[src/hdl/rbsi_pkg.sv]
// Shared types and constants for the ray versus box slab intersection block.
// Used by every module under hdl; depends on nothing else.
package rbsi_pkg;

   // Field and datapath widths.
   localparam int COORD_W = 32;
   localparam int FRAC_W  = 16;
   localparam int DV_W    = 32;               // divisor magnitude
   localparam int REM_W   = 32;               // partial remainder
   localparam int NQ_W    = COORD_W + 1 + FRAC_W;  // numerator / quotient magnitude
   localparam int BND_W   = NQ_W + 1;         // signed slab bound
   localparam int AXES    = 3;
   localparam int LANES   = 2 * AXES;         // near and far bound per axis

   // Distance reported on a miss: -1.0 in Q16.16.
   localparam logic [COORD_W-1:0] MISS_VALUE = 32'hFFFF_0000;
   localparam logic [COORD_W-1:0] SAT_MAX    = 32'h7FFF_FFFF;
   localparam logic [COORD_W-1:0] SAT_MIN    = 32'h8000_0000;

   typedef logic signed [BND_W-1:0] bnd_type;

   // Bounds of an unbounded slab; both lie beyond any computed bound.
   localparam bnd_type BND_LOW  = {1'b1, {(BND_W-1){1'b0}}};
   localparam bnd_type BND_HIGH = {1'b0, {(BND_W-1){1'b1}}};

   typedef struct packed {
      logic signed [COORD_W-1:0] origin_x;
      logic signed [COORD_W-1:0] origin_y;
      logic signed [COORD_W-1:0] origin_z;
      logic signed [COORD_W-1:0] dir_x;
      logic signed [COORD_W-1:0] dir_y;
      logic signed [COORD_W-1:0] dir_z;
      logic signed [COORD_W-1:0] box_min_x;
      logic signed [COORD_W-1:0] box_min_y;
      logic signed [COORD_W-1:0] box_min_z;
      logic signed [COORD_W-1:0] box_max_x;
      logic signed [COORD_W-1:0] box_max_y;
      logic signed [COORD_W-1:0] box_max_z;
   } req_type;

   typedef struct packed {
      logic                      hit;
      logic signed [COORD_W-1:0] entry_distance;
   } rsp_type;

   // One divider lane: remainder, numerator bits shifted out as quotient
   // bits shift in, and the divisor magnitude.
   typedef struct packed {
      logic [REM_W-1:0] rem;
      logic [NQ_W-1:0]  nq;
      logic [DV_W-1:0]  dv;
   } lane_type;

   // Per-item flags that travel alongside the divider lanes.
   typedef struct packed {
      logic [AXES-1:0]  zero;     // direction component is zero
      logic [AXES-1:0]  outside;  // origin outside slab (zero direction only)
      logic [LANES-1:0] neg;      // quotient of the lane is negative
   } side_type;

endpackage

[src/hdl/rbsi_prep.sv]
// Operand preparation: picks near and far corners and forms unsigned magnitudes.
// Depends on rbsi_pkg.
module rbsi_prep (
   input  rbsi_pkg::req_type                     req_word,
   output rbsi_pkg::lane_type [rbsi_pkg::LANES-1:0] lanes,
   output rbsi_pkg::side_type                    side
);

   logic signed [rbsi_pkg::COORD_W-1:0] org [rbsi_pkg::AXES];
   logic signed [rbsi_pkg::COORD_W-1:0] dir [rbsi_pkg::AXES];
   logic signed [rbsi_pkg::COORD_W-1:0] bmn [rbsi_pkg::AXES];
   logic signed [rbsi_pkg::COORD_W-1:0] bmx [rbsi_pkg::AXES];

   assign org[0] = req_word.origin_x;
   assign org[1] = req_word.origin_y;
   assign org[2] = req_word.origin_z;
   assign dir[0] = req_word.dir_x;
   assign dir[1] = req_word.dir_y;
   assign dir[2] = req_word.dir_z;
   assign bmn[0] = req_word.box_min_x;
   assign bmn[1] = req_word.box_min_y;
   assign bmn[2] = req_word.box_min_z;
   assign bmx[0] = req_word.box_max_x;
   assign bmx[1] = req_word.box_max_y;
   assign bmx[2] = req_word.box_max_z;

   // Each axis feeds two lanes: the entry bound and the exit bound.
   always_comb begin
      logic                                dneg;
      logic [rbsi_pkg::DV_W-1:0]           dmag;
      logic signed [rbsi_pkg::COORD_W-1:0] corner;
      logic signed [rbsi_pkg::COORD_W:0]   diff;
      logic [rbsi_pkg::COORD_W:0]          mag;
      side = '0;
      lanes = '0;
      for (int a = 0; a < rbsi_pkg::AXES; a++) begin
         dneg = dir[a][rbsi_pkg::COORD_W-1];
         dmag = dneg ? rbsi_pkg::DV_W'(-dir[a]) : rbsi_pkg::DV_W'(dir[a]);
         side.zero[a]    = (dir[a] == '0);
         side.outside[a] = (org[a] < bmn[a]) || (org[a] > bmx[a]);
         for (int f = 0; f < 2; f++) begin
            // A negative direction swaps which corner is entered first.
            corner = ((f == 0) ^ dneg) ? bmn[a] : bmx[a];
            diff = {corner[rbsi_pkg::COORD_W-1], corner}
                 - {org[a][rbsi_pkg::COORD_W-1], org[a]};
            mag = diff[rbsi_pkg::COORD_W] ? (rbsi_pkg::COORD_W+1)'(-diff)
                                          : (rbsi_pkg::COORD_W+1)'(diff);
            lanes[2*a+f].rem = '0;
            lanes[2*a+f].nq  = {mag, {rbsi_pkg::FRAC_W{1'b0}}};
            lanes[2*a+f].dv  = dmag;
            side.neg[2*a+f]  = diff[rbsi_pkg::COORD_W] ^ dneg;
         end
      end
   end

endmodule

[config.mk]
export PLATFORM = sky130hd
export DESIGN_NAME = rbsi_prep
export DESIGN_NICKNAME = d
export VERILOG_FILES = /design/src/hdl/rbsi_pkg.sv /design/src/hdl/rbsi_prep.sv
export SDC_FILE = /design/constraint.sdc
export NUM_CORES = 1
export LEC_CHECK = 0
export BUFFER_PORTS_ARGS = -buffer_cell sky130_fd_sc_hd__buf_2
export CAP_MARGIN = 20
export CORE_AREA = 2 2 414 416
export DETAILED_ROUTE_END_ITERATION = 10
export DIE_AREA = 0 0 416 418
export GPL_TIMING_DRIVEN = 0
export PLACE_DENSITY_LB_ADDON = 0.12
export REMOVE_ABC_BUFFERS = 1
export SKIP_LAST_GASP = 1
export SLEW_MARGIN = 20
export SYNTH_ARGS = -nofsm -noshare
export SYNTH_HDL_FRONTEND = slang
export SYNTH_SLANG_ARGS = --single-unit
[constraint.sdc]
create_clock -name vclk -period 6.5
set_clock_uncertainty 0.05 [all_clocks]
set_input_delay 0.975 -clock vclk [all_inputs]
set_output_delay 0.975 -clock vclk [all_outputs]
set_load 0.005 [all_outputs]
==> Word level (Yosys, flattened, before mapping) <==
Cells that the tools add are included.
{ "op_classes": {"magnitude_cmp": 6, "eq_ne": 0, "n_reduce_logical": 6, "muxes": 15, "multipliers": 0, "n_div": 0, "add_sub_neg": 15, "shifts": 0, "n_bitwise": 6} }
{ "op_table": {"columns": ["cell", "n"], "rows": [
  ["two-way mux 32 bit", 9],
  ["two-way mux 33 bit", 6],
  ["negation 33 bit", 6],
  ["subtractor 32 x 32 -> 33 bit", 6],
  ["> comparator 32 bit", 3],
  ["logical NOT 32 bit", 3],
  ["less-than comparator 32 bit", 3],
  ["negation 32 bit", 3],
  ["XOR 1 bit", 6],
  ["logical OR 1 bit", 3]
]} }
{ "totals": {"mem_count": 0, "latch_bits": 0, "in_bits": 384, "output_inout_bits": 690, "mem_bits_rw": 0, "romBits": 0, "register_bits": 0, "wordCells": 48} }

==> Logic depth before layout (Yosys ltp) <==
Gate-level depths: netlist of the first run.
{ "depth": {"ltp_word": 4, "mapped_depth": 19, "ltp_nobuf": 14} }

==> Worst setup path before layout of the first run <==
OpenSTA, ideal clock, no wires.
{ "synth_timing": {"path_kind": "in2out", "startpoint": "input req_word[287] in the netlist's numbering", "endpoint": "output lanes[192] in the netlist's numbering", "path_stages": 17, "t_arrival_ps": 5416, "required_ps": 5475, "n_path_buf": 4, "setup_slack_ps": 59, "path_cell_list": "clkbuf_1 -> clkbuf_1 -> clkbuf_1 -> mux2i_1 -> ha_1 -> fa_1 -> nand2b_1 -> a21o_1 -> a2111oi_0 -> nor3b_1 -> xnor2_1 -> nor3_1 -> and4_1 -> clkbuf_1 -> nor4b_1 -> a31oi_1 -> xor2_1"} }
{ "synth_lines": {"columns": ["item", "line", "text"], "rows": [
  ["start: declaration", "rbsi_prep.sv:4", "input rbsi_pkg::req_type req_word,"],
  ["end: declaration", "rbsi_prep.sv:5", "output rbsi_pkg::lane_type [rbsi_pkg::LANES-1:0] lanes,"]
]} }

==> impl_metrics.json, run 1 <==
{
  "relSlewSlack": 0.414,
  "grt_pass1_vias": 29700,
  "path_cells": "buf_16, buf_16, o21ai_0, ha_1, a21oi_1, o21ai_0, a21o_1, or2_2, a21oi_2, xor2_2, or4b_1, or3_1, o31ai_1, xnor2_1, buf_2",
  "crit_type": "primary input to output port",
  "fmax_mhz": 158,
  "worst_slew_pin_slew_ns": 0.870,
  "seq_area_um2": 0,
  "synth.avg_cell_area_um2": 6.53,
  "slew_viol_final": 0,
  "finalSetupViolCount": 0,
  "min_period_over_period": 0.975,
  "n_sequential_cell": 0,
  "port_buffers": 786,
  "cp_max_fo": 59,
  "wire_per_inst_um": 19.3,
  "grt_start_max_net_pins": 63,
  "num_rows": 151,
  "hpwl_mm": 123,
  "power_density_mw_per_mm2": 140,
  "required_ns": 5.47,
  "leakage_nw": 16.2,
  "dieWidth_um": 416,
  "via_per_inst": 4.39,
  "start_kind": "primary input",
  "status": "complete, no violations",
  "postRouteAntennaNets": 0,
  "cp-end-kind": "output port",
  "clock_buffers": 0,
  "drive_gt1_frac": 0.200,
  "synthCells": 4315,
  "start_util": 0.167,
  "grt_overflow_total": 0,
  "worstHoldStart": "req_word[192]",
  "drt-total-wl_mm": 138,
  "die_area_mm2": 0.174,
  "drc": 0,
  "min_period_ns": 6.34,
  "crit_slowest_cell": "or4b_1",
  "core_mm2": 0.169,
  "drt_first_pass_iters": 7,
  "hold_viol": 0,
  "grt_pass1_wl_mm": 194,
  "synth.cell_area_mm2": 0.0282,
  "peakVddDrop_mv": 0.0482,
  "crit_path_start": "req_word[255]",
  "gp_congestion": 0.865,
  "die_y_um": 418,
  "max_stage_delay_ns": 0.54,
  "drt-initial-drc-count": 1540,
  "yosysWarnings": 0,
  "num_io_pins": 1074,
  "ys_seq_area_frac": 0,
  "maxCapViolations": 0,
  "worstHoldPathType": "primary input to output port",
  "layout.nets": 5686,
  "track_usage": 0.146,
  "via_count": 31200,
  "antenna_found_initial": 70,
  "fin_util": 0.201,
  "synth.distinct_cells": 81,
  "ctsHoldBuffers": 0,
  "syn_to_final_growth_pct": 20.3,
  "cp.arrival_ns": 5.31,
  "setup_tns_ns": 0
}
critical path: cells and delay by family:
| kind | cells | cell delay [ns] |
|---|---|---|
| AO/OA/AOI/OAI | 6 | 1.62 |
| AND/OR/NAND/NOR | 3 | 1.31 |
| buffers and inverters | 3 | 0.51 |
| adder cells (fa/ha/maj) | 1 | 0.44 |
| XOR/XNOR | 2 | 0.38 |
layout by cell type, fill, tap and decap left out, drive strengths merged, types with 20 or more instances in the layout:
cell type	instances
a211oi	40
a21o	117
a21oi	309
a31oi	50
and2	43
and3	34
and4	21
buf	812
conb	288
diode	20
ha	408
inv	368
nand2	457
nand2b	35
nand3	81
nand4	76
nor2	254
nor2b	59
nor3	87
nor4	36
o211ai	43
o21a	53
o21ai	401
o31ai	51
o41ai	24
or3	27
or4	25
xnor2	269
xor2	123
power by group:
group | internal [mW] | switching, mW | total (mW)
Clock | 0.000000212 | 0 | 0.000000212
Combinational | 1.84 | 2.90 | 4.74
Sequential | 0 | 0 | 0
routing by layer:
metal	vias up	share of wire	GRT usage
li1	15900	-	-
met1	14400	0.43	0.183
met2	838	0.51	0.273
met3	154	0.033	0.00831
met4	6	0.026	0.0298
met5	-	0.00028	0
area by class of cell:
| type | instances | area, µm² |
|---|---|---|
| fill | 19600 | 135000 |
| antenna | 20 | 50.0 |
| inverter | 368 | 1380 |
| timing repair buffer | 817 | 4440 |
| multi-input combinational | 3701 | 25300 |
| tap | 2218 | 2780 |
metrics by stage:
step / std cells / hold WS, ns / cell area (µm²) / worst slack [ns] / power (mW)
floorplan: 4069 / 1.90 / 25800 / 0.114 / 2.62
global placement: 7073 / 2.15 / 32500 / -4.43 / 4.64
detailed placement: 7081 / 2.15 / 32800 / -1.07 / 4.62
CTS: 7091 / 2.15 / 33300 / -0.0863 / 4.73
global route: 7113 / 2.17 / 33900 / -0.0312 / 5.22
finish: 7124 / 2.14 / 33900 / 0.164 / 4.74
cells by family (layout without fill, tap and decap cells):
group                    count (synthesis)  count (layout)  synth area share
AND/OR/NAND/NOR                       1308            1308             0.228
AO/OA/AOI/OAI                         1277            1277             0.285
buffers and inverters                  901            1185             0.171
adder cells (fa/ha/maj)                414             414             0.185
XOR/XNOR                               392             392             0.122
multiplexers                            22              22           0.00803
other                                    1             308          0.000133
cell usage after synthesis (81+ instances only):
| cell type | number | area, µm² |
|---|---|---|
| o21ai_0 | 400 | 2000 |
| xor2_1 | 123 | 1080 |
| nand2_1 | 456 | 1710 |
| inv_1 | 368 | 1380 |
| a21oi_1 | 309 | 1550 |
| xnor2_1 | 269 | 2360 |
| nand3_1 | 81 | 405 |
| clkbuf_1 | 141 | 529 |
| a21o_1 | 117 | 878 |
| buf_4 | 387 | 2910 |
| ha_1 | 408 | 5100 |
| nor2_1 | 253 | 950 |
| nor3_1 | 87 | 435 |
path summary, 6_finish.rpt:
path,endpoint,cells past startpoint,slack (ns)
worst max-delay path,lanes[418],15,0.16
worst min-delay path,lanes[452],2,2.14
repair_timing:
action | in CTS | in global routing
setup buffers | 7 | 10
gates resized for setup | 63 | 91
cloned | 3 | 2
setup endpoints to repair | 128 | 94
pin swaps | 7 | 14
No activity file was read; power rests on OpenSTA's default activity.
==> inputs of run 2 (changes only) <==
==> constraint.sdc (replaced) <==
create_clock -name vclk -period 8
set_clock_uncertainty 0.05 [all_clocks]
set_input_delay 1.2 -clock vclk [all_inputs]
set_output_delay 1.2 -clock vclk [all_outputs]
set_load 0.005 [all_outputs]
==> run 2 against run 1 <==
- count of clock-buffer cells in the layout unchanged
- global-route usage is 0.16 points lower
- non-clock buffer count fell by 23
- flip-flop and latch count did not move
- final cell count fell by 0.39%
- setup slack better by 0.17 ns
- critical path depth stayed put
- routed wire length is 1.4% lower
- core utilization decreased by 0.60 points
- sequential share of layout area unchanged
- critical path type unchanged
==> impl_metrics.json, run 2 (synthesized netlist as in run 1, its figures left out) <==
{
  "status": "complete, no violations",
  "maxCapViolations": 0,
  "worstHoldPathType": "primary input to output port",
  "min_period_over_period": 0.959,
  "crit_family": "simple AND/OR/NAND/NOR gates",
  "via_per_inst": 4.37,
  "crit_top_cell": "o21ai_0",
  "critPathBufInv": 3,
  "drc": 0,
  "hold_viol": 0,
  "core_mm2": 0.169,
  "fmax_mhz": 130,
  "num_rows": 151,
  "n_sequential_cell": 0,
  "gp_congestion": 0.865,
  "via_count": 31000,
  "crit_slowest_cell": "nor4b_1",
  "mostFrequentLayoutCell": "buf_2",
  "worst_slew_pin_slew_ns": 0.983,
  "cp.arrival_ns": 6.42,
  "max_stage_delay_ns": 0.70,
  "grt_overflow_total": 0,
  "grt_pass1_vias": 29500,
  "port_buffers": 786,
  "fin_util": 0.195,
  "seq_area_um2": 0,
  "most-common-layout-cells": "buf_2 (783), nand2_1 (456), ha_1 (408)",
  "start_util": 0.167,
  "die_y_um": 418,
  "start_kind": "primary input",
  "drt-total-wl_mm": 136,
  "num_io_pins": 1074,
  "postRouteAntennaNets": 0,
  "min_period_ns": 7.67,
  "drt_first_pass_iters": 5,
  "cp-end-kind": "output port",
  "grt_setup_unrepaired": "yes",
  "track_usage": 0.145,
  "required_ns": 6.75,
  "slew_viol_final": 0,
  "cp_max_fo": 114,
  "dieWidth_um": 416,
  "path_cells": "buf_6, buf_16, o21ai_0, ha_1, a21oi_1, nand2_1, o21ai_0, o21bai_1, xor2_1, nor4b_1, and3_1, nor4bb_1, nand3_1, nor3_1, buf_2",
  "syn_to_final_growth_pct": 16.7,
  "drive_gt1_frac": 0.175,
  "relSlewSlack": 0.336,
  "die_area_mm2": 0.174,
  "finalSetupViolCount": 0,
  "grt_pass1_wl_mm": 192,
  "antenna_found_initial": 69,
  "ctsHoldBuffers": 0,
  "grt_start_max_net_pins": 124,
  "drt-initial-drc-count": 1584,
  "worstHoldStart": "req_word[192]",
  "wire_per_inst_um": 19.1,
  "crit_path_start": "req_word[287]",
  "layout.nets": 5663,
  "hpwl_mm": 123,
  "clock_buffers": 0,
  "crit_type": "primary input to output port"
}
[run 2: cell type report]
cell class	count	area (µm²)
diodes	15	37.5
multi-input cells	3701	24600
repair buffers	794	4130
inverters	368	1380
well taps	2218	2780
fillers	19700	136000
[run 2: per-stage QoR]
step / TNS [ns] / instance area, µm² / hold slack [ns] / setup WS [ns] / cells
floorplan: 0 / 25800 / 2.35 / 1.16 / 4069
global placement: -354.92 / 32500 / 2.60 / -3.38 / 7073
detailed placement: -0.0150 / 32800 / 2.60 / -0.0150 / 7081
CTS: 0 / 32800 / 2.60 / 0.00914 / 7081
global route: -0.183 / 32900 / 2.62 / -0.119 / 7089
finish: 0 / 32900 / 2.59 / 0.332 / 7096
[run 2: per-layer routing]
layer / up-vias / part of all wire / GRT usage
met5: - / 0.00037 / 0
met4: 8 / 0.025 / 0.0279
met3: 152 / 0.034 / 0.00827
met2: 811 / 0.51 / 0.270
met1: 14200 / 0.43 / 0.182
li1: 15800 / - / -
[run 2: worst paths after layout]
kind                          to  slack [ns]  cells after the start
worst min-delay path  lanes[452]        2.59                      2
worst max-delay path   lanes[80]        0.33                     15
[run 2: what timing repair did]
| item | in CTS | in global routing |
|---|---|---|
| endpoints found under the setup margin | 1 | 14 |
| resized for setup | 1 | 6 |
| buffers inserted | 0 | 0 |
