File: src/hdl/rbsi_pkg.sv
// Shared types and constants for the ray versus box slab intersection block.
// Used by every module under hdl; depends on nothing else.
package rbsi_pkg;

   // Field and datapath widths.
   localparam int COORD_W = 32;
   localparam int FRAC_W  = 16;
   localparam int DV_W    = 32;               // divisor magnitude
   localparam int REM_W   = 32;               // partial remainder
   localparam int NQ_W    = COORD_W + 1 + FRAC_W;  // numerator / quotient magnitude
   localparam int BND_W   = NQ_W + 1;         // signed slab bound
   localparam int AXES    = 3;
   localparam int LANES   = 2 * AXES;         // near and far bound per axis

   // Distance reported on a miss: -1.0 in Q16.16.
   localparam logic [COORD_W-1:0] MISS_VALUE = 32'hFFFF_0000;
   localparam logic [COORD_W-1:0] SAT_MAX    = 32'h7FFF_FFFF;
   localparam logic [COORD_W-1:0] SAT_MIN    = 32'h8000_0000;

   typedef logic signed [BND_W-1:0] bnd_type;

   // Bounds of an unbounded slab; both lie beyond any computed bound.
   localparam bnd_type BND_LOW  = {1'b1, {(BND_W-1){1'b0}}};
   localparam bnd_type BND_HIGH = {1'b0, {(BND_W-1){1'b1}}};

   typedef struct packed {
      logic signed [COORD_W-1:0] origin_x;
      logic signed [COORD_W-1:0] origin_y;
      logic signed [COORD_W-1:0] origin_z;
      logic signed [COORD_W-1:0] dir_x;
      logic signed [COORD_W-1:0] dir_y;
      logic signed [COORD_W-1:0] dir_z;
      logic signed [COORD_W-1:0] box_min_x;
      logic signed [COORD_W-1:0] box_min_y;
      logic signed [COORD_W-1:0] box_min_z;
      logic signed [COORD_W-1:0] box_max_x;
      logic signed [COORD_W-1:0] box_max_y;
      logic signed [COORD_W-1:0] box_max_z;
   } req_type;

   typedef struct packed {
      logic                      hit;
      logic signed [COORD_W-1:0] entry_distance;
   } rsp_type;

   // One divider lane: remainder, numerator bits shifted out as quotient
   // bits shift in, and the divisor magnitude.
   typedef struct packed {
      logic [REM_W-1:0] rem;
      logic [NQ_W-1:0]  nq;
      logic [DV_W-1:0]  dv;
   } lane_type;

   // Per-item flags that travel alongside the divider lanes.
   typedef struct packed {
      logic [AXES-1:0]  zero;     // direction component is zero
      logic [AXES-1:0]  outside;  // origin outside slab (zero direction only)
      logic [LANES-1:0] neg;      // quotient of the lane is negative
   } side_type;

endpackage

File: src/hdl/rbsi_div_cell.sv
// One restoring division step for all six lanes: produces one quotient bit each.
// Depends on rbsi_pkg; instantiated in a chain by the top level.
module rbsi_div_cell (
   input  logic                                   clock,
   input  logic                                   reset,
   input  logic                                   en,
   input  logic                                   valid_in,
   input  rbsi_pkg::side_type                     side_in,
   input  rbsi_pkg::lane_type [rbsi_pkg::LANES-1:0] lanes_in,
   output logic                                   valid_ff,
   output rbsi_pkg::side_type                     side_ff,
   output rbsi_pkg::lane_type [rbsi_pkg::LANES-1:0] lanes_ff
);

   rbsi_pkg::lane_type [rbsi_pkg::LANES-1:0] lanes_in_n;

   // Shift in the next numerator bit, subtract the divisor when it fits.
   always_comb begin
      logic [rbsi_pkg::REM_W:0] trial;
      logic                     fits;
      for (int l = 0; l < rbsi_pkg::LANES; l++) begin
         trial = {lanes_in[l].rem, lanes_in[l].nq[rbsi_pkg::NQ_W-1]};
         fits  = (trial >= {1'b0, lanes_in[l].dv});
         lanes_in_n[l].rem = fits ? rbsi_pkg::REM_W'(trial - {1'b0, lanes_in[l].dv})
                                  : trial[rbsi_pkg::REM_W-1:0];
         lanes_in_n[l].nq  = {lanes_in[l].nq[rbsi_pkg::NQ_W-2:0], fits};
         lanes_in_n[l].dv  = lanes_in[l].dv;
      end
   end

   always_ff @(posedge clock) begin
      if (reset) begin
         valid_ff <= 1'b0;
      end else if (en) begin
         valid_ff <= valid_in;
      end
   end

   always_ff @(posedge clock) begin
      if (en) begin
         side_ff  <= side_in;
         lanes_ff <= lanes_in_n;
      end
   end

endmodule

File: config.mk
export PLATFORM = sky130hd
export DESIGN_NAME = rbsi_div_cell
export DESIGN_NICKNAME = d
export VERILOG_FILES = /design/src/hdl/rbsi_pkg.sv /design/src/hdl/rbsi_div_cell.sv
export SDC_FILE = /design/constraint.sdc
export NUM_CORES = 1
export LEC_CHECK = 0
export BUFFER_PORTS_ARGS = -buffer_cell sky130_fd_sc_hd__buf_2
export CAP_MARGIN = 0
export CELL_PAD_IN_SITES_DETAIL_PLACEMENT = 0
export CELL_PAD_IN_SITES_GLOBAL_PLACEMENT = 2
export CORE_AREA = 3 3 546 548
export CTS_CLUSTER_DIAMETER = 100
export CTS_CLUSTER_SIZE = 28
export DETAILED_ROUTE_END_ITERATION = 10
export DIE_AREA = 0 0 549 551
export PLACE_DENSITY_LB_ADDON = 0.1
export SYNTH_ARGS = -nofsm -noshare
export SYNTH_HDL_FRONTEND = slang
export SYNTH_SLANG_ARGS = --single-unit
export TNS_END_PERCENT = 5
File: constraint.sdc
create_clock -name clock -period 3.17 [get_ports clock]
set_clock_uncertainty 0.15 [all_clocks]
set_input_delay 0.4755 -clock clock [delete_from_list [all_inputs] [get_ports clock]]
set_output_delay 0.4755 -clock clock [all_outputs]
set_load 0.01 [all_outputs]
* Yosys cells after proc, flatten, opt, wreduce, memory -nomap -nowiden
Index checks and enable logic that the tools add are counted.
** Storage, ports and cells
- Flip-flop bits (word level) :: 691
- Output and inout port bits :: 691
- Bits of input ports :: 694
** Cells by class
- Muxes and demuxes :: 6
- $lt $le $gt $ge :: 6
- $add $sub $neg :: 6
** Operators with widths (number)
- 33-bit by 32-bit >= comparator with 1-bit output :: 6
- 32-bit two-way mux :: 6
- 32-bit subtractor :: 6

* Longest topological paths before layout
Gate-level depths: netlist of the first run.
- Word-level depth :: 2
- Depth in mapped cells :: 15
- Mapped depth without buffers :: 12

* Worst setup path before layout of the first run
OpenSTA, ideal clock, no wires.
- Path kind :: in2reg
- From :: input port lanes_in[455] in the netlist's numbering
- To :: register lanes_ff[537] in the netlist's numbering, data pin
- Stages on the path :: 11
- Arrival time :: 2.983 ns
- Required time :: 2.760 ns
- Slack :: -0.223 ns
- Library setup time :: 0.260 ns
- Buffers on the path :: 1
- Cell sequence :: inv_1 > ha_1 > a21o_1 > a21oi_1 > o221a_1 > o21ba_4 > o41ai_4 > a41oi_2 > o31ai_4 > buf_6 > mux2_4
** RTL lines
- start: declaration :: RTL line rbsi_div_cell.sv:9 : input rbsi_pkg::lane_type [rbsi_pkg::LANES-1:0] lanes_in,
- end signal: assignment :: RTL line rbsi_div_cell.sv:42 : lanes_ff <= lanes_in_n;
- end: declaration :: RTL line rbsi_div_cell.sv:12 : output rbsi_pkg::lane_type [rbsi_pkg::LANES-1:0] lanes_ff

==> results.json, run 1 <==
{
  "drcViolationCount": 0,
  "grt_pass1_vias": 34837,
  "cts_tree": "done",
  "setup.worst_path.end": "lanes_ff[108]$_DFFE_PP_",
  "cp.arrival_ps": 3580,
  "post_drt_wl_per_cell_um": 24.98,
  "p_leak_nw": 26.89,
  "gr-total-overflow": 0,
  "grt_max_degree": 85,
  "regToRegSetupSlack_ps": 1860,
  "clk_pin_slew_worst_paths_ps": 90,
  "reg2reg_depth": 3,
  "final_cell_area_um2": 61730,
  "ys_warn_count": 0,
  "io_pins": 1385,
  "setup_viol": 2,
  "worstSetupPathType": "primary input to flip-flop",
  "period_needed_ps": 3193,
  "stdcell_count": 9443,
  "setup_slack_ps": -22.74,
  "fillers": 32237,
  "via_count": 32439,
  "post-route-period-util_pct": 100.7,
  "ys_seq_area_share_pct": 61.25,
  "multi_input_area_um2": 12410,
  "gp_congestion": 0.8669,
  "violations": "negative setup slack",
  "grt_pass1_wl_mm": 306.5,
  "dp.cells": 8542,
  "tightest_slew_ps": 818.3,
  "utilization_pct": 21.03,
  "ys_types": 87,
  "status": "finished, violations left",
  "max_cap_viol_count": 0,
  "avgSynthCellArea_um2": 13.01,
  "fp.coreArea_um2": 293600,
  "tns_ps": -38.88,
  "synth_nets": 3495,
  "numCtsBuffers": 80,
  "chipHeight_um": 551,
  "cts_max_level": 3,
  "crit_path_start_kind": "primary input",
  "wirelength_mm": 235.8,
  "area_growth_pct": 82.30,
  "power_w": 0.03067,
  "slew_headroom_pct": 45.45,
  "fmax_mhz": 313.2,
  "maxSlewViolCount": 0,
  "p_per_area_nw_per_um2": 496.9,
  "regArea_um2": 20740,
  "min_path_type": "primary input to flip-flop",
  "worstReg2RegStart": "valid_ff$_SDFFE_PP0P_",
  "mostFrequentLayoutCells": "buf_2 (1,377), edfxtp_1 (690), dlygate4sd3_1 (687)",
  "placed_area_um2": 51240,
  "start_util_pct": 11.54,
  "r2r-end": "valid_ff$_SDFFE_PP0P_",
  "synthFlopType": "edfxtp_1",
  "clk_latency_ps": 780,
  "drt_pass1_iterations": 5,
  "final_hold_viol_count": 0,
  "grt_util_all_layers_pct": 14.84,
  "synthArstFlopShare_pct": 0,
  "worstPathRequired_ps": 3560,
  "row_count": 199,
  "clock_path_buffers": 4,
  "endpoint_kind": "flip-flop",
  "cp_max_fo": 4,
  "final_nets": 6295,
  "fp.dieArea_um2": 302500,
  "post_drt_via_cell_ratio": 3.435,
  "synth_edf_count": 690,
  "drive_gt1_share_pct": 44.82,
  "grt_setup_unrepaired": "yes",
  "ant_nets": 0,
  "ys_ff_latch": 691,
  "grt_antenna_before_repair": 141,
  "syn_inst": 2603,
  "syn_area_um2": 33860,
  "cts_root_buffer": "clkbuf_16",
  "die_w_um": 549,
  "final_common_cell": "buf_2",
  "first_iter_violations": 1360,
  "place_hpwl_mm": 202.0,
  "cts.sinks": 691,
  "peakVddDrop_v": 0.0003785,
  "startpoint": "lanes_in[3]",
  "hp-start": "lanes_in[113]",
  "port_buffers": 1384
}
power by group:
part / switching, W / total, W / internal, W / leakage, nW
Sequential: 0.000310 / 0.0115 / 0.0112 / 6.76
Clock: 0.00532 / 0.0109 / 0.00557 / 1.42
Combinational: 0.00445 / 0.00829 / 0.00384 / 18.7
layer usage:
layer,vias to the layer above,track usage [%],part of all wire (%)
li1,15412,-,-
met1,15460,16.32,38
met2,1131,27.08,51
met3,390,4.374,7.0
met4,46,4.951,3.9
met5,-,0,0.12
worst max-delay path, stage by stage:
cell and delay [ps]:
dlygate4sd3_1 530, buf_2 170, inv_1 50, ha_1 340
a21boi_1 160, o311a_1 400, o21ai_4 240, buf_4 160
nand2_1 100, o41ai_1 490, xnor2_1 160, mux2_2 290
worst min-delay path by stage:
stage / cells after the start / end / slack, ps
after floorplan: 2 / valid_ff$_SDFFE_PP0P_ / 380
after global placement: 2 / valid_ff$_SDFFE_PP0P_ / 330
after detailed placement: 2 / valid_ff$_SDFFE_PP0P_ / 340
after CTS: 1 / lanes_ff[565]$_DFFE_PP_ / -370
after global routing: 3 / lanes_ff[194]$_DFFE_PP_ / 5
final: 3 / lanes_ff[194]$_DFFE_PP_ / 40
Yosys cell counts, types with 20 or more instances:
| cell type | instances | area (um2) |
|---|---|---|
| edfxtp_1 | 690 | 20720 |
| inv_1 | 253 | 949.7 |
| a21oi_1 | 215 | 1076 |
| ha_1 | 192 | 2402 |
| nor2_1 | 143 | 536.8 |
| a21o_1 | 104 | 780.8 |
| o21ai_0 | 103 | 515.5 |
| nand2_1 | 101 | 379.1 |
| xnor2_1 | 101 | 884.6 |
| mux2_2 | 90 | 1013 |
| xor2_1 | 53 | 464.2 |
| clkbuf_1 | 48 | 180.2 |
| nand4_1 | 45 | 281.5 |
| nand3_1 | 44 | 220.2 |
| o21a_1 | 28 | 210.2 |
| a31oi_1 | 27 | 168.9 |
| mux2_4 | 27 | 405.4 |
| nor3_1 | 24 | 120.1 |
| o21bai_1 | 24 | 180.2 |
| nor2b_1 | 23 | 143.9 |
| a211oi_1 | 20 | 150.1 |
flip-flops by register name, indices dropped and copies added (netlist names):
name and flops:
lanes_ff 678, side_ff 12, valid_ff 1
kinds of logic (layout without fill, tap and decap cells):
kind of cell             Yosys count  after routing  synth area share (%)
adder cells (fa/ha/maj)          198            198                 7.449
AO/OA/AOI/OAI                    642            642                 12.27
multiplexers                     131            131                 4.615
flip-flops                       691            691                 61.25
XOR/XNOR                         154            154                 3.983
buffers and inverters            322           3183                 3.717
other                              0             60                     0
AND/OR/NAND/NOR                  465            465                 6.725
cell type report:
type | instances | share of cell area, %
multi-input cells | 1590 | 20.11
inverters | 255 | 1.563
clock inverters | 59 | 1.524
well taps | 3919 | 7.943
diodes | 60 | 0.2432
flip-flops and latches | 691 | 33.60
clock buffers | 84 | 3.318
repair buffers | 2785 | 31.70
stage by stage:
| step | setup WS (ps) | hold WS (ps) |
|---|---|---|
| 3_3_place_gp | -770.5 | 328.4 |
| 6_report | -22.74 | 42.92 |
| 5_1_grt | -44.37 | 4.886 |
| 4_1_cts | 5.221 | -371.3 |
| 3_5_place_dp | -800.7 | 337.9 |
| 2_1_floorplan | -45.35 | 377.9 |
timing repair:
item,4_1_cts,5_1_grt
setup buffers,0,9
hold endpoints to repair,699,6
endpoints found under the setup margin,0,165
resized for setup,0,86
hold buffers,683,6
Note: power is estimated with default switching activity, not from simulation.
==> inputs of run 2 (changes only) <==
--- a/config.mk
+++ b/config.mk
@@ -9,11 +9,11 @@
 export CAP_MARGIN = 0
 export CELL_PAD_IN_SITES_DETAIL_PLACEMENT = 0
 export CELL_PAD_IN_SITES_GLOBAL_PLACEMENT = 2
-export CORE_AREA = 3 3 546 548
+export CORE_AREA = 2 2 545 547
 export CTS_CLUSTER_DIAMETER = 100
 export CTS_CLUSTER_SIZE = 28
 export DETAILED_ROUTE_END_ITERATION = 10
-export DIE_AREA = 0 0 549 551
+export DIE_AREA = 0 0 547 549
 export PLACE_DENSITY_LB_ADDON = 0.1
 export SYNTH_ARGS = -nofsm -noshare
 export SYNTH_HDL_FRONTEND = slang
==> results.json, run 2 (synthesis gave the netlist of run 1 again) <==
{
  "status": "finished, final reports clean",
  "dp.cells": 8505,
  "largest_register_ffs": 678,
  "dp_slack_ps": -761.5,
  "crit_slowest_cell": "dlygate4sd3_1",
  "crit_path_start_kind": "primary input",
  "tightest_slew_ps": 832.6,
  "top_regs": "lanes_ff (678), side_ff (12), valid_ff (1)",
  "wirelength_mm": 195.3,
  "stdcell_count": 9344,
  "numCtsBuffers": 74,
  "grt_max_degree": 94,
  "p_leak_nw": 26.47,
  "top_register": "lanes_ff",
  "cts.sinks": 691,
  "die_w_um": 547,
  "fp.dieArea_um2": 300300,
  "mostFrequentLayoutCells": "buf_2 (1,374), edfxtp_1 (690), dlygate4sd3_1 (686)",
  "drt_pass1_iterations": 5,
  "first_iter_violations": 1345,
  "chipHeight_um": 549,
  "grt_pass1_wl_mm": 267.6,
  "worstSetupPathType": "primary input to flip-flop",
  "fmax_mhz": 315.5,
  "power_w": 0.02942,
  "via_count": 31536,
  "min_path_type": "primary input to flip-flop",
  "cp_common_cell": "a21o_1",
  "grt_antenna_before_repair": 79,
  "row_count": 200,
  "final_nets": 6224,
  "ant_nets": 0,
  "drcViolationCount": 0,
  "p_per_area_nw_per_um2": 482.7,
  "peakVddDrop_v": 0.0003380,
  "slew_headroom_pct": 44.07,
  "place_hpwl_mm": 164.2,
  "grt_setup_unrepaired": "yes",
  "endpoint_kind": "flip-flop",
  "gp_congestion": 0.7944,
  "max_stage_delay_ps": 530,
  "post_drt_wl_per_cell_um": 20.90,
  "setup_viol": 0,
  "cp_max_fo": 13,
  "post_drt_via_cell_ratio": 3.375,
  "placed_area_um2": 50790,
  "cts_root_buffer": "clkbuf_16",
  "grt_util_all_layers_pct": 12.50,
  "grt_pass1_vias": 34571,
  "io_pins": 1385,
  "drive_gt1_share_pct": 44.29,
  "gr-total-overflow": 0,
  "cp.arrival_ps": 3560,
  "post-route-period-util_pct": 99.99,
  "clock_path_buffers": 4,
  "cts_max_level": 3,
  "period_needed_ps": 3170,
  "maxSlewViolCount": 0,
  "clk_pin_slew_worst_paths_ps": 100,
  "worstPathRequired_ps": 3560,
  "final_common_cell": "buf_2",
  "max_cap_viol_count": 0,
  "setup_slack_ps": 0.1654,
  "fp.coreArea_um2": 295000,
  "clk_latency_ps": 810,
  "hold_ws_ps": 73.26,
  "final_cell_area_um2": 60960,
  "start_util_pct": 11.48,
  "cts_tree": "done",
  "crit_chain": "dlygate4sd3_1 > buf_2 > inv_1 > ha_1 > a21o_1 > a21o_1 > a21oi_1 > o21a_1 > o21ai_0 > a211oi_1 > o31ai_4 > buf_12 > mux2_4",
  "port_buffers": 1384,
  "final_hold_viol_count": 0,
  "area_growth_pct": 80.00
}
-- run 2: cell count changes in the layout (fill, tap and decap cells not counted), sizes merged --
cell	delta
clkinv	+6
clkinvlp	+2
buf	-68
dlymetal6s4s	+5
bufinv	-4
diode	-42
clkbuf	-8
dlygate4sd3	-1
inv	-9
-- run 2: timing repair --
item | 4_1_cts | 5_1_grt
resized for setup | 0 | 96
hold endpoints to repair | 693 | 6
hold buffers | 686 | 7
setup buffers | 0 | 3
setup endpoints to repair | 0 | 170
-- run 2: critical path, delay by kind of cell --
family / cells / cell delay (ps)
fa+ha+maj: 1 / 300
compound gates: 7 / 1480
mux: 1 / 300
buf+inv: 4 / 970
-- run 2: per-stage QoR --
step	setup TNS (ps)	utilization, %
3_5_place_dp	-86210	17.21
5_1_grt	-2007	20.65
2_1_floorplan	-1875	-
3_3_place_gp	-86710	17.21
4_1_cts	0	20.46
6_report	0	20.66
-- run 2: cell type report --
class | count | area [um2]
Antenna cell | 18 | 45.04
Multi-Input combinational cell | 1590 | 12510
Tap cell | 3939 | 4928
Sequential cell | 691 | 20740
Fill cell | 32511 | 234100
Timing Repair Buffer | 2720 | 19040
Inverter | 255 | 972.2
Clock buffer | 77 | 1927
Clock inverter | 54 | 793.3
-- run 2: path summary, 6_finish.rpt --
kind | startpoint | endpoint | slack, ps | cells past startpoint
min | lanes_in[80] | lanes_ff[81]$_DFFE_PP_ | 70 | 4
max | lanes_in[478] | lanes_ff[541]$_DFFE_PP_ | 0.2 | 13
min reg2reg | valid_ff$_SDFFE_PP0P_ | valid_ff$_SDFFE_PP0P_ | 890 | 3
max reg2reg | valid_ff$_SDFFE_PP0P_ | valid_ff$_SDFFE_PP0P_ | 1890 | 3
-- run 2: layer usage --
metal	GRT usage, %	vias up	part of all wire (%)
li1	-	15229	-
met1	13.82	15004	39
met4	1.941	54	1.4
met5	0	-	0.18
met3	4.607	210	8.2
met2	22.97	1039	51
-- run 2: where the power goes --
part	internal, W	switching [W]
clock network	0.00496	0.00514
registers	0.0112	0.000344
logic	0.00377	0.00403
total	0.0199	0.00951
