$ cat src/hdl/rbsi_pkg.sv
// Shared types and constants for the ray versus box slab intersection block.
// Used by every module under hdl; depends on nothing else.
package rbsi_pkg;

   // Field and datapath widths.
   localparam int COORD_W = 32;
   localparam int FRAC_W  = 16;
   localparam int DV_W    = 32;               // divisor magnitude
   localparam int REM_W   = 32;               // partial remainder
   localparam int NQ_W    = COORD_W + 1 + FRAC_W;  // numerator / quotient magnitude
   localparam int BND_W   = NQ_W + 1;         // signed slab bound
   localparam int AXES    = 3;
   localparam int LANES   = 2 * AXES;         // near and far bound per axis

   // Distance reported on a miss: -1.0 in Q16.16.
   localparam logic [COORD_W-1:0] MISS_VALUE = 32'hFFFF_0000;
   localparam logic [COORD_W-1:0] SAT_MAX    = 32'h7FFF_FFFF;
   localparam logic [COORD_W-1:0] SAT_MIN    = 32'h8000_0000;

   typedef logic signed [BND_W-1:0] bnd_type;

   // Bounds of an unbounded slab; both lie beyond any computed bound.
   localparam bnd_type BND_LOW  = {1'b1, {(BND_W-1){1'b0}}};
   localparam bnd_type BND_HIGH = {1'b0, {(BND_W-1){1'b1}}};

   typedef struct packed {
      logic signed [COORD_W-1:0] origin_x;
      logic signed [COORD_W-1:0] origin_y;
      logic signed [COORD_W-1:0] origin_z;
      logic signed [COORD_W-1:0] dir_x;
      logic signed [COORD_W-1:0] dir_y;
      logic signed [COORD_W-1:0] dir_z;
      logic signed [COORD_W-1:0] box_min_x;
      logic signed [COORD_W-1:0] box_min_y;
      logic signed [COORD_W-1:0] box_min_z;
      logic signed [COORD_W-1:0] box_max_x;
      logic signed [COORD_W-1:0] box_max_y;
      logic signed [COORD_W-1:0] box_max_z;
   } req_type;

   typedef struct packed {
      logic                      hit;
      logic signed [COORD_W-1:0] entry_distance;
   } rsp_type;

   // One divider lane: remainder, numerator bits shifted out as quotient
   // bits shift in, and the divisor magnitude.
   typedef struct packed {
      logic [REM_W-1:0] rem;
      logic [NQ_W-1:0]  nq;
      logic [DV_W-1:0]  dv;
   } lane_type;

   // Per-item flags that travel alongside the divider lanes.
   typedef struct packed {
      logic [AXES-1:0]  zero;     // direction component is zero
      logic [AXES-1:0]  outside;  // origin outside slab (zero direction only)
      logic [LANES-1:0] neg;      // quotient of the lane is negative
   } side_type;

endpackage

$ cat src/hdl/rbsi_reduce.sv
// Turns quotients into signed slab bounds, tests overlap and takes the entry bound.
// Depends on rbsi_pkg; two register stages.
module rbsi_reduce (
   input  logic                                   clock,
   input  logic                                   reset,
   input  logic                                   en,
   input  logic                                   valid_in,
   input  rbsi_pkg::side_type                     side_in,
   input  rbsi_pkg::lane_type [rbsi_pkg::LANES-1:0] lanes_in,
   output logic                                   valid_ff,
   output logic                                   hit_ff,
   output rbsi_pkg::bnd_type                      entry_ff
);

   logic              valid_a_ff;
   logic              miss_a_ff;
   rbsi_pkg::bnd_type bnd_a_ff [rbsi_pkg::LANES];
   rbsi_pkg::bnd_type bnd_a_in [rbsi_pkg::LANES];
   logic              miss_a_in;
   logic              hit_in;
   rbsi_pkg::bnd_type entry_in;

   // Apply the sign; a zero direction gives an unbounded slab.
   always_comb begin
      rbsi_pkg::bnd_type m;
      miss_a_in = 1'b0;
      for (int l = 0; l < rbsi_pkg::LANES; l++) begin
         m = rbsi_pkg::bnd_type'({1'b0, lanes_in[l].nq});
         if (side_in.zero[l/2]) begin
            bnd_a_in[l] = (l % 2 == 0) ? rbsi_pkg::BND_LOW : rbsi_pkg::BND_HIGH;
         end else begin
            bnd_a_in[l] = side_in.neg[l] ? -m : m;
         end
      end
      for (int a = 0; a < rbsi_pkg::AXES; a++) begin
         miss_a_in |= side_in.zero[a] & side_in.outside[a];
      end
   end

   // Every entry bound must not pass the exit bound of another axis.
   always_comb begin
      rbsi_pkg::bnd_type e01;
      logic              ok;
      ok = 1'b1;
      for (int i = 0; i < rbsi_pkg::AXES; i++) begin
         for (int j = 0; j < rbsi_pkg::AXES; j++) begin
            if (i != j && bnd_a_ff[2*i] > bnd_a_ff[2*j+1]) begin
               ok = 1'b0;
            end
         end
      end
      e01 = (bnd_a_ff[0] > bnd_a_ff[2]) ? bnd_a_ff[0] : bnd_a_ff[2];
      entry_in = (e01 > bnd_a_ff[4]) ? e01 : bnd_a_ff[4];
      hit_in = ok & ~miss_a_ff;
   end

   always_ff @(posedge clock) begin
      if (reset) begin
         valid_a_ff <= 1'b0;
         valid_ff   <= 1'b0;
      end else if (en) begin
         valid_a_ff <= valid_in;
         valid_ff   <= valid_a_ff;
      end
   end

   always_ff @(posedge clock) begin
      if (en) begin
         miss_a_ff <= miss_a_in;
         bnd_a_ff  <= bnd_a_in;
         hit_ff    <= hit_in;
         entry_ff  <= entry_in;
      end
   end

endmodule

$ cat config.mk
export PLATFORM = sky130hd
export DESIGN_NAME = rbsi_reduce
export DESIGN_NICKNAME = d
export VERILOG_FILES = /design/src/hdl/rbsi_pkg.sv /design/src/hdl/rbsi_reduce.sv
export SDC_FILE = /design/constraint.sdc
export NUM_CORES = 1
export LEC_CHECK = 0
export BUFFER_PORTS_ARGS = -buffer_cell sky130_fd_sc_hd__buf_4
export CORE_AREA = 2 2 291 293
export CTS_CLUSTER_SIZE = 12
export DETAILED_ROUTE_END_ITERATION = 6
export DIE_AREA = 0 0 293 295
export HOLD_SLACK_MARGIN = 0.05
export REMOVE_ABC_BUFFERS = 1
export SLEW_MARGIN = 10
export SYNTH_ARGS = -nofsm -noshare
export SYNTH_HDL_FRONTEND = slang
export SYNTH_SLANG_ARGS = --single-unit
$ cat constraint.sdc
create_clock -name clock -period 8.17 [get_ports clock]
set_input_delay 0.817 -clock clock [delete_from_list [all_inputs] [get_ports clock]]
set_output_delay 0.817 -clock clock [all_outputs]
set_load 0.02 [all_outputs]
After elaboration in Yosys (flattened, before gate mapping)
Cells that the tools add are included.
- register bits after elaboration: 354
- latch bits: 0
- bits in writable memories: 0
- bits in read-only memories: 0
- bits of input ports: 694
- output and inout bits: 52
- logic and storage cells: 55
- memories kept: 0
- add/sub/neg operators: 6
- multipliers: 0
- div/mod/pow operators: 0
- magnitude comparators: 8
- equal/unequal tests: 0
- shifts and indexed selects: 0
- mux-type cells: 14
- bitwise gates (word level): 10
- reductions and logical operators: 3
- operators by type and width (operator ; number):
    50-bit greater-than comparator ; 8
    49-bit negator with 50-bit output ; 6
    50-bit 2-to-1 mux ; 5
    49-bit 2-to-1 mux ; 3
    1-bit 2-to-1 mux ; 6
    2-bit OR reduction ; 3
    1-bit AND ; 4
    1-bit NOT ; 4
    1-bit bitwise OR ; 2

Depth between registers and ports, before layout
Gate-level depths: netlist of run 1.
- depth after elaboration: 8
- mapped depth: 24
- gate-level depth less buffers: 20

Least setup slack after synthesis of run 1
No wires, ideal clock.
- path kind: reg-to-reg
- start: register bnd_a_ff[182] in the netlist's numbering
- end: register entry_ff[40] (data pin)
- setup time: 260 ps
- arrival: 5497 ps
- required time: 7910 ps
- path slack: 2413 ps
- cell stages (with the launch flop): 24
- path buffers: 3
- clock period less this slack: 5757 ps
- path through: edfxtp_1 inv_1 ha_1 nand4_1 or4_1 nor2_1 o21ai_0 o41ai_1 clkbuf_1 clkbuf_1 nor4_1 a31oi_1 nand3_1 ha_1 nand4_1 or2_2 or4_1 nor3_1 nand3_1 o21ai_0 nor3_1 mux2i_1 clkbuf_1 mux2_2
- word-level cells in the longest chain between the ends: 4
- RTL lines (item ; RTL line ; RTL):
    start, declared ; rbsi_reduce.sv:17 ; rbsi_pkg::bnd_type bnd_a_ff [rbsi_pkg::LANES];
    start signal, assigned ; rbsi_reduce.sv:70 ; bnd_a_ff <= bnd_a_in;
    50-bit greater-than comparator ; rbsi_reduce.sv:52 ; e01 = (bnd_a_ff[0] > bnd_a_ff[2]) ? bnd_a_ff[0] : bnd_a_ff[2];
    50-bit 2-to-1 mux (*) ; rbsi_reduce.sv:52 ;
    50-bit greater-than comparator ; rbsi_reduce.sv:53 ; entry_in = (e01 > bnd_a_ff[4]) ? e01 : bnd_a_ff[4];
    50-bit 2-to-1 mux (*) ; rbsi_reduce.sv:53 ;
    named net entry_in[40] ; rbsi_reduce.sv:21 ; rbsi_pkg::bnd_type entry_in;
    end signal, assigned ; rbsi_reduce.sv:72 ; entry_ff <= entry_in;
    end, declared ; rbsi_reduce.sv:12 ; output rbsi_pkg::bnd_type entry_ff
Mark *: on every way through the listed nets, which the timed path passes. The rest lies on a longest branch.
A chain may end at the register's enable or synchronous reset.

Final worst setup path of run 1
- start: register bnd_a_ff[182] in the netlist's numbering
- end: register entry_ff[26] (data pin)
Same word-level chain as after synthesis.

==> metrics.yaml, run 1 <==
routed_wl_um: 103000
overflow: 0
endpoint_kind: "register"
synth_seq_cells: 354
min_from: "reset"
syn_area_um2: 30500
cts_resized: 0
n_fill_cell: 8126
wire_per_inst_um: 21.7
place.gp.congestion: 0.922
worstReg2RegEnd: "entry_ff[26]$_DFFE_PP_"
fmax_ghz: 0.138
area_delta_synth_final_pct: 16.7
antenna_found_initial: 21
rr_worst_depth: 22
leakagePower_nw: 15.3
power_density_nw_per_um2: 184
place_ws_ns: 1.02
first_iter_violations: 2062
syn_area_per_cell_um2: 9.16
synth_top_flop_cell: "edfxtp_1"
r2r_slack_ns: 0.90
grt_usage_pct: 23.1
hp-class: "input port to register"
die_h_um: 295
status: "finished, final reports clean"
drive_gt1_share_pct: 14.3
min_period_ns: 7.27
hold_buffers: 0
die_w_um: 293
cts_tree: "done"
routed_via_density: 5.57
cts_setup_buffers: 0
cts.sinks: 354
worst_ep_arrival_time_ns: 7.57
tightestPinTransition_ns: 1.25
grt_pass1_wl_um: 151000
slew-limit-headroom_pct: 15.8
finalCritPeriodShare_pct: 89.0
coreArea_um2: 83200
path_max_fanout: 40
synth_warnings: 0
worstHoldEndpoint: "valid_a_ff$_SDFFE_PP0P_"
fp.dieArea_um2: 86400
ios: 746
r2r-start: "bnd_a_ff[182]$_SDFFCE_PP0P_"
ys_types: 64
utilization_pct: 42.8
path_clk_slew_ns: 0.06
hpwl_um: 83200
hold_viol: 0
port_buffers: 361
synthCells: 3328
clk_latency_ns: 0.58
crit_required_ns: 8.47
grt_max_degree: 148
htreeDepth: 2
root_buffer: "clkbuf_16"
rsz0062_at_grt: "no"
initial_core_util_pct: 36.6
firstDrtPassIters: 5
finalWorstSetupSlack_ns: 0.901
async_flop_share_pct: 0
synth_edf_count: 352
ys_seq_area_share_pct: 34.8
detail-route-antenna-nets: 0
worst_ir_drop_vdd_v: 0.000155
skew_ns: 0.0255
vias: 26400
finalSetupViolations: 0
worst_hold_path.num_cells: 2
rows: 106
numCtsBuffers: 42
cp-start-kind: "register"
maxCapViolCount: 0
cts_buffer_depth: 3
nets: 4711
grt_pass1_vias: 24600
path_class: "register to register"
drt_drc_violations_left: 0
drv_slew: 0
synthesized netlist by cell type, drive strengths merged (19+ instances only):
master | n | area (um2)
nand2 | 282 | 1060
a21o | 43 | 323
a21oi | 204 | 1020
nor2 | 205 | 769
nand4 | 87 | 544
xor2 | 250 | 2190
nand2b | 19 | 119
edfxtp | 352 | 10600
a31oi | 51 | 319
and3 | 67 | 419
nor4 | 77 | 482
inv | 295 | 1110
o21ai | 167 | 836
o41ai | 43 | 392
mux2 | 50 | 563
a211oi | 21 | 158
clkbuf | 138 | 518
nor3b | 50 | 375
a22oi | 50 | 375
nand3 | 93 | 465
or3 | 48 | 305
or4 | 41 | 319
nor3 | 40 | 200
ha | 406 | 5080
o31ai | 91 | 683
logic make-up (layout without fill, tap and decap cells):
| kind of cell | after synthesis | in the layout | share of synthesized area, % |
|---|---|---|---|
| AO/OA/AOI/OAI | 735 | 735 | 15.3 |
| XOR/XNOR | 267 | 267 | 7.67 |
| adder cells (fa/ha/maj) | 406 | 406 | 16.7 |
| buffers and inverters | 441 | 754 | 5.44 |
| flip-flops | 354 | 354 | 34.8 |
| multiplexers | 62 | 62 | 2.24 |
| other | 0 | 12 | 0 |
| AND/OR/NAND/NOR | 1063 | 1063 | 17.9 |
per-layer routing:
metal,track usage [%],wire [um]
met1,29.9,43800
met3,4.85,7760
met2,38.9,48200
met5,0,125
met4,6.62,2740
sequential cells by signal, indices dropped and copies added, names as in the netlist:
| name | count |
|---|---|
| bnd_a_ff | 300 |
| entry_ff | 50 |
| hit_ff | 1 |
| miss_a_ff | 1 |
| valid_a_ff | 1 |
| valid_ff | 1 |
report_power, final:
| group | switching, W | leakage, nW | internal, W | total, W |
|---|---|---|---|---|
| Clock | 0.000791 | 0.639 | 0.00103 | 0.00182 |
| Sequential | 0.000221 | 3.47 | 0.00228 | 0.00250 |
| Combinational | 0.00129 | 11.2 | 0.000934 | 0.00222 |
worst max-delay path, stage by stage (launching register included):
cell and delay [ns]:
edfxtp_1 0.58, inv_1 0.12, ha_1 0.34, nand4_1 0.20, or4_1 0.65, nor2_1 0.19, o21ai_0 0.14, o41ai_2 0.08
buf_4 0.42, nor4_1 0.09, a31oi_1 0.23, nand3_1 0.17, ha_1 0.56, nand4_1 0.17, or2_2 0.34, or4_1 0.61
nor3_1 0.59, nand3_1 0.20, o21ai_0 0.20, nor3_1 0.12, mux2i_4 0.22, buf_12 0.28, mux2_2 0.44
cell usage in the layout (no fill, tap or decap), types with 15 or more instances in the layout:
cell	instances
edfxtp_1	352
mux2_2	50
nor2b_1	15
and3_1	67
inv_1	294
o31ai_1	91
nor3b_1	50
a211oi_1	21
buf_4	378
or4_1	38
nor3_1	40
a21o_1	43
and4_1	15
nand4_1	87
a31oi_1	51
nand2b_1	19
xnor2_1	17
o21ai_0	167
clkbuf_16	43
xor2_1	250
ha_1	405
nand2_1	282
o41ai_1	40
nor2_1	205
a22oi_1	50
or3_1	47
nand3_1	93
a21oi_1	204
nor4_1	77
worst max path at each step:
stage / from / to / slack (ns) / cells past startpoint
3_3_place_gp: bnd_a_ff[182]$_SDFFCE_PP0P_ / entry_ff[25]$_DFFE_PP_ / 1.16 / 22
6_report: bnd_a_ff[182]$_SDFFCE_PP0P_ / entry_ff[26]$_DFFE_PP_ / 0.90 / 22
4_1_cts: bnd_a_ff[182]$_SDFFCE_PP0P_ / entry_ff[26]$_DFFE_PP_ / 1.01 / 22
5_1_grt: bnd_a_ff[182]$_SDFFCE_PP0P_ / entry_ff[26]$_DFFE_PP_ / 0.53 / 22
2_1_floorplan: bnd_a_ff[199]$_SDFFCE_PP1P_ / entry_ff[10]$_DFFE_PP_ / -7.54 / 17
3_5_place_dp: bnd_a_ff[182]$_SDFFCE_PP0P_ / entry_ff[25]$_DFFE_PP_ / 1.02 / 22
area by class of cell:
cell class	instances	area, um2	area share (%)
antenna	12	30.0	0.0845
clock buffer	51	1110	3.11
clock inverter	23	185	0.521
inverter	298	1120	3.15
multi-input combinational	2533	18200	51.3
sequential	354	10600	29.8
tap	1080	1350	3.80
timing repair buffer	382	2910	8.19
stage by stage:
| step | instances | power, W | hold slack (ns) | TNS, ns | cell area (um2) |
|---|---|---|---|---|---|
| final | 4733 | 0.00654 | 0.396 | 0 | 35600 |
| after global routing | 4723 | 0.00692 | 0.387 | 0 | 35500 |
| after CTS | 4721 | 0.00657 | 0.369 | 0 | 35500 |
| after detailed placement | 4647 | 0.00473 | 0.497 | 0 | 34200 |
| after global placement | 4647 | 0.00470 | 0.482 | 0 | 34200 |
| after floorplan | 3185 | 0.00380 | 0.460 | -376.75 | 29900 |
Note: power is estimated with default switching activity, not from simulation.
==> run 2, diff against run 1 <==
ABC_AREA = 1   (was default)
CORE_AREA = 2 2 293 295   (was 2 2 291 293)
DIE_AREA = 0 0 295 297   (was 0 0 293 295)
==> run 2 against run 1 <==
Highest routed layer unchanged. Utilization is 2.3 points higher. Synthesized cell count grew 36%. Die area increased by 1.4%. Synthesized area is 7.4% higher. Non-clock buffer count fell by 6. Largest cell class unchanged. Critical endpoint is now entry_ff[15]$_DFFE_PP_. Clock power grew 13%. Largest power group unchanged. Via count increased by 21%.
==> metrics.yaml, run 2 <==
status: "finished, final reports clean"  # unchanged
htreeDepth: 2  # unchanged
drive_gt1_share_pct: 11.0  # was 14.3%
ios: 746  # unchanged
crit_required_ns: 8.49  # was 8.47 ns
cp-start-kind: "register"  # unchanged
drv_slew: 0  # unchanged
grt_pass1_vias: 29400  # was 24600
die_h_um: 297  # was 295 um
area_delta_synth_final_pct: 16.4  # was 16.7%
syn_area_per_cell_um2: 7.24  # was 9.16 um2
synth_top_flop_cell: "edfxtp_1"  # unchanged
r2r-start: "bnd_a_ff[175]$_SDFFCE_PP0P_"  # was bnd_a_ff[182]$_SDFFCE_PP0P_
hold_slack_ns: 0.383  # was 0.396 ns
antenna_found_initial: 9  # was 21
coreArea_um2: 84500  # was 83200 um2
cts_setup_buffers: 0  # unchanged
die_w_um: 295  # was 293 um
worst_ep_arrival_time_ns: 5.86  # was 7.57 ns
hold_viol: 0  # unchanged
drt_drc_violations_left: 0  # unchanged
layout_common_cells: "930 x nand2_1, 717 x inv_1, 457 x nor2_1, 406 x ha_1, 379 x a21oi_1"  # was 405 x ha_1, 378 x buf_4, 352 x edfxtp_1, 294 x inv_1, 282 x nand2_1
nets: 5947  # was 4711
n_fill_cell: 8566  # was 8126
crit_slowest_cell: "edfxtp_1"  # was or4_1
cts_tree: "done"  # unchanged
layout_commonest_cell: "nand2_1"  # was ha_1
detail-route-antenna-nets: 0  # unchanged
rsz0062_at_grt: "no"  # unchanged
skew_ns: 0.0338  # was 0.0255 ns
clk_latency_ns: 0.62  # was 0.58 ns
synthCells: 4522  # was 3328
top_layer_used: "met5"  # unchanged
port_buffers: 361  # unchanged
ys_types: 57  # was 64
worst_ir_drop_vdd_v: 0.000141  # was 0.000155 V
synth_warnings: 0  # unchanged
firstDrtPassIters: 6  # was 5
cpPeakStageDelay_ns: 0.50  # was 0.65 ns
routed_wl_um: 126000  # was 103000 um
first_iter_violations: 2668  # was 2062
wl_met3_um: 10300  # was 7760 um
regMostFlops: "bnd_a_ff"  # unchanged
leakagePower_nw: 18.1  # was 15.3 nW
endpoint_kind: "register"  # unchanged
total_power_w: 0.00679  # was 0.00654 W
yosysMostFrequentCell: "nand2_1"  # was ha_1
synth_seq_cells: 354  # unchanged
numCtsBuffers: 44  # was 42
crit_end: "entry_ff[15]$_DFFE_PP_"  # was entry_ff[26]$_DFFE_PP_
hpwl_um: 105000  # was 83200 um
synth_top_cell_area_share_pct: 32.3  # was 34.7%
cts_buffer_depth: 3  # unchanged
cts_resized: 0  # unchanged
tightestPinTransition_ns: 1.28  # was 1.25 ns
slew-limit-headroom_pct: 13.9  # was 15.8%
largest_register_ffs: 300  # unchanged
vias: 32000  # was 26400
seqCellArea_um2: 10600  # unchanged
initial_core_util_pct: 38.7  # was 36.6%
syn_area_um2: 32700  # was 30500 um2
worstReg2RegEnd: "entry_ff[15]$_DFFE_PP_"  # was entry_ff[26]$_DFFE_PP_
overflow: 0  # unchanged
fin_tns_setup_ns: 0  # unchanged
synth_common_cells: "930 x nand2_1, 717 x inv_1, 457 x nor2_1, 406 x ha_1, 379 x a21oi_1"  # was 406 x ha_1, 352 x edfxtp_1, 295 x inv_1, 282 x nand2_1, 250 x xor2_1
synth_edf_count: 352  # unchanged
synthTopCellsByArea: "edfxtp_1 32%, ha_1 16%, nand2_1 11%, inv_1 8.2%, a21oi_1 5.8%"  # was edfxtp_1 35%, ha_1 17%, xor2_1 7.2%, inv_1 3.6%, nand2_1 3.5%
multi_input_area_um2: 19000  # was 18200 um2
cpMostUsedCell: "nand2_1"
path_class: "register to register"  # unchanged
wire_per_inst_um: 20.9  # was 21.7 um
grt_max_degree: 162  # was 148
hold_buffers: 0  # unchanged
rows: 107  # was 106
r2r_slack_ns: 2.63  # was 0.90 ns
dr_wl_met2_um: 54500  # was 48200 um
min_period_ns: 5.54  # was 7.27 ns
routed_via_density: 5.31  # was 5.57
rr_worst_depth: 30  # was 22
async_flop_share_pct: 0  # unchanged
power_density_nw_per_um2: 178  # was 184 nW/um2
cts.sinks: 354  # unchanged
hp-class: "input port to register"  # unchanged
grt_usage_pct: 28.1  # was 23.1%
root_buffer: "clkbuf_16"  # unchanged
path_clk_slew_ns: 0.06  # about the same
top_regs: "bnd_a_ff (300), entry_ff (50)"  # unchanged
place.gp.congestion: 1.01  # was 0.922
fmax_ghz: 0.181  # was 0.138 GHz
synth_top_area_cell: "edfxtp_1"  # unchanged
grt_pass1_wl_um: 183000  # was 151000 um
path_max_fanout: 50  # was 40
maxCapViolCount: 0  # unchanged
crit_start: "bnd_a_ff[175]$_SDFFCE_PP0P_"  # was bnd_a_ff[182]$_SDFFCE_PP0P_
finalCritPeriodShare_pct: 67.8  # was 89.0%
fp.dieArea_um2: 87600  # was 86400 um2
ys_seq_area_share_pct: 32.4  # was 34.8%
wl_met1_um: 56800  # was 43800 um
finalSetupViolations: 0  # unchanged
run 2: cell types whose count changed after synthesis, moves of 175 or more:
cell,change
nand2_1,+648
nor2_1,+252
inv_1,+422
a21oi_1,+175
nand3_1,+243
xor2_1,-236
run 2: cell families after synthesis:
logic type / synth area share (%)
and+or+nand+nor: 29.3
adders and majority gates: 15.5
AOI/OAI and AO/OA: 12.6
DFF: 32.4
buffers and inverters: 9.67
xor gates and xnor gates: 0.401
run 2: stage by stage:
stage	instances	worst slack, ns	area, um2	utilization [%]
finish	6028	2.63	38100	45.1
global route	6023	2.19	38100	45.1
CTS	6023	2.57	38100	45.1
detailed placement	5945	2.58	36600	43.3
global placement	5945	2.62	36600	43.3
floorplan	4425	1.71	32300	-
run 2: layer usage:
metal / GRT usage [%] / up-vias
li1: - / 15900
met1: 40.1 / 14600
met2: 43.4 / 1286
met3: 4.24 / 183
met4: 9.14 / 14
met5: 0 / -
run 2: how the worst min path moves through the flow:
stage	start	to	slack (ns)	cells past startpoint
floorplan	valid_a_ff$_SDFFE_PP0P_	valid_ff$_SDFFE_PP0P_	0.43	2
global placement	valid_a_ff$_SDFFE_PP0P_	valid_ff$_SDFFE_PP0P_	0.44	2
detailed placement	valid_a_ff$_SDFFE_PP0P_	valid_ff$_SDFFE_PP0P_	0.45	2
CTS	reset	valid_ff$_SDFFE_PP0P_	0.36	2
global route	reset	valid_ff$_SDFFE_PP0P_	0.36	2
finish	reset	valid_ff$_SDFFE_PP0P_	0.38	2
run 2: critical path, delay by kind of cell (launching register included):
| kind | cells | cell delay (ns) |
|---|---|---|
| buffers and inverters | 5 | 0.94 |
| DFF | 1 | 0.50 |
| adders and majority gates | 2 | 0.60 |
| and+or+nand+nor | 23 | 3.11 |
run 2: final cells by class:
class | instances | area share, %
timing repair buffer | 376 | 7.46
multi-input combinational | 3343 | 49.7
inverter | 728 | 7.17
clock buffer | 52 | 3.00
sequential | 354 | 27.8
clock inverter | 26 | 0.989
tap | 1144 | 3.76
antenna | 5 | 0.0328
run 2: where the power goes:
group          switching (W)  internal (W)  total [W]
sequential          0.000238       0.00229    0.00253
combinational        0.00141      0.000798    0.00221
clock               0.000828       0.00123    0.00206
total                0.00248       0.00432    0.00679
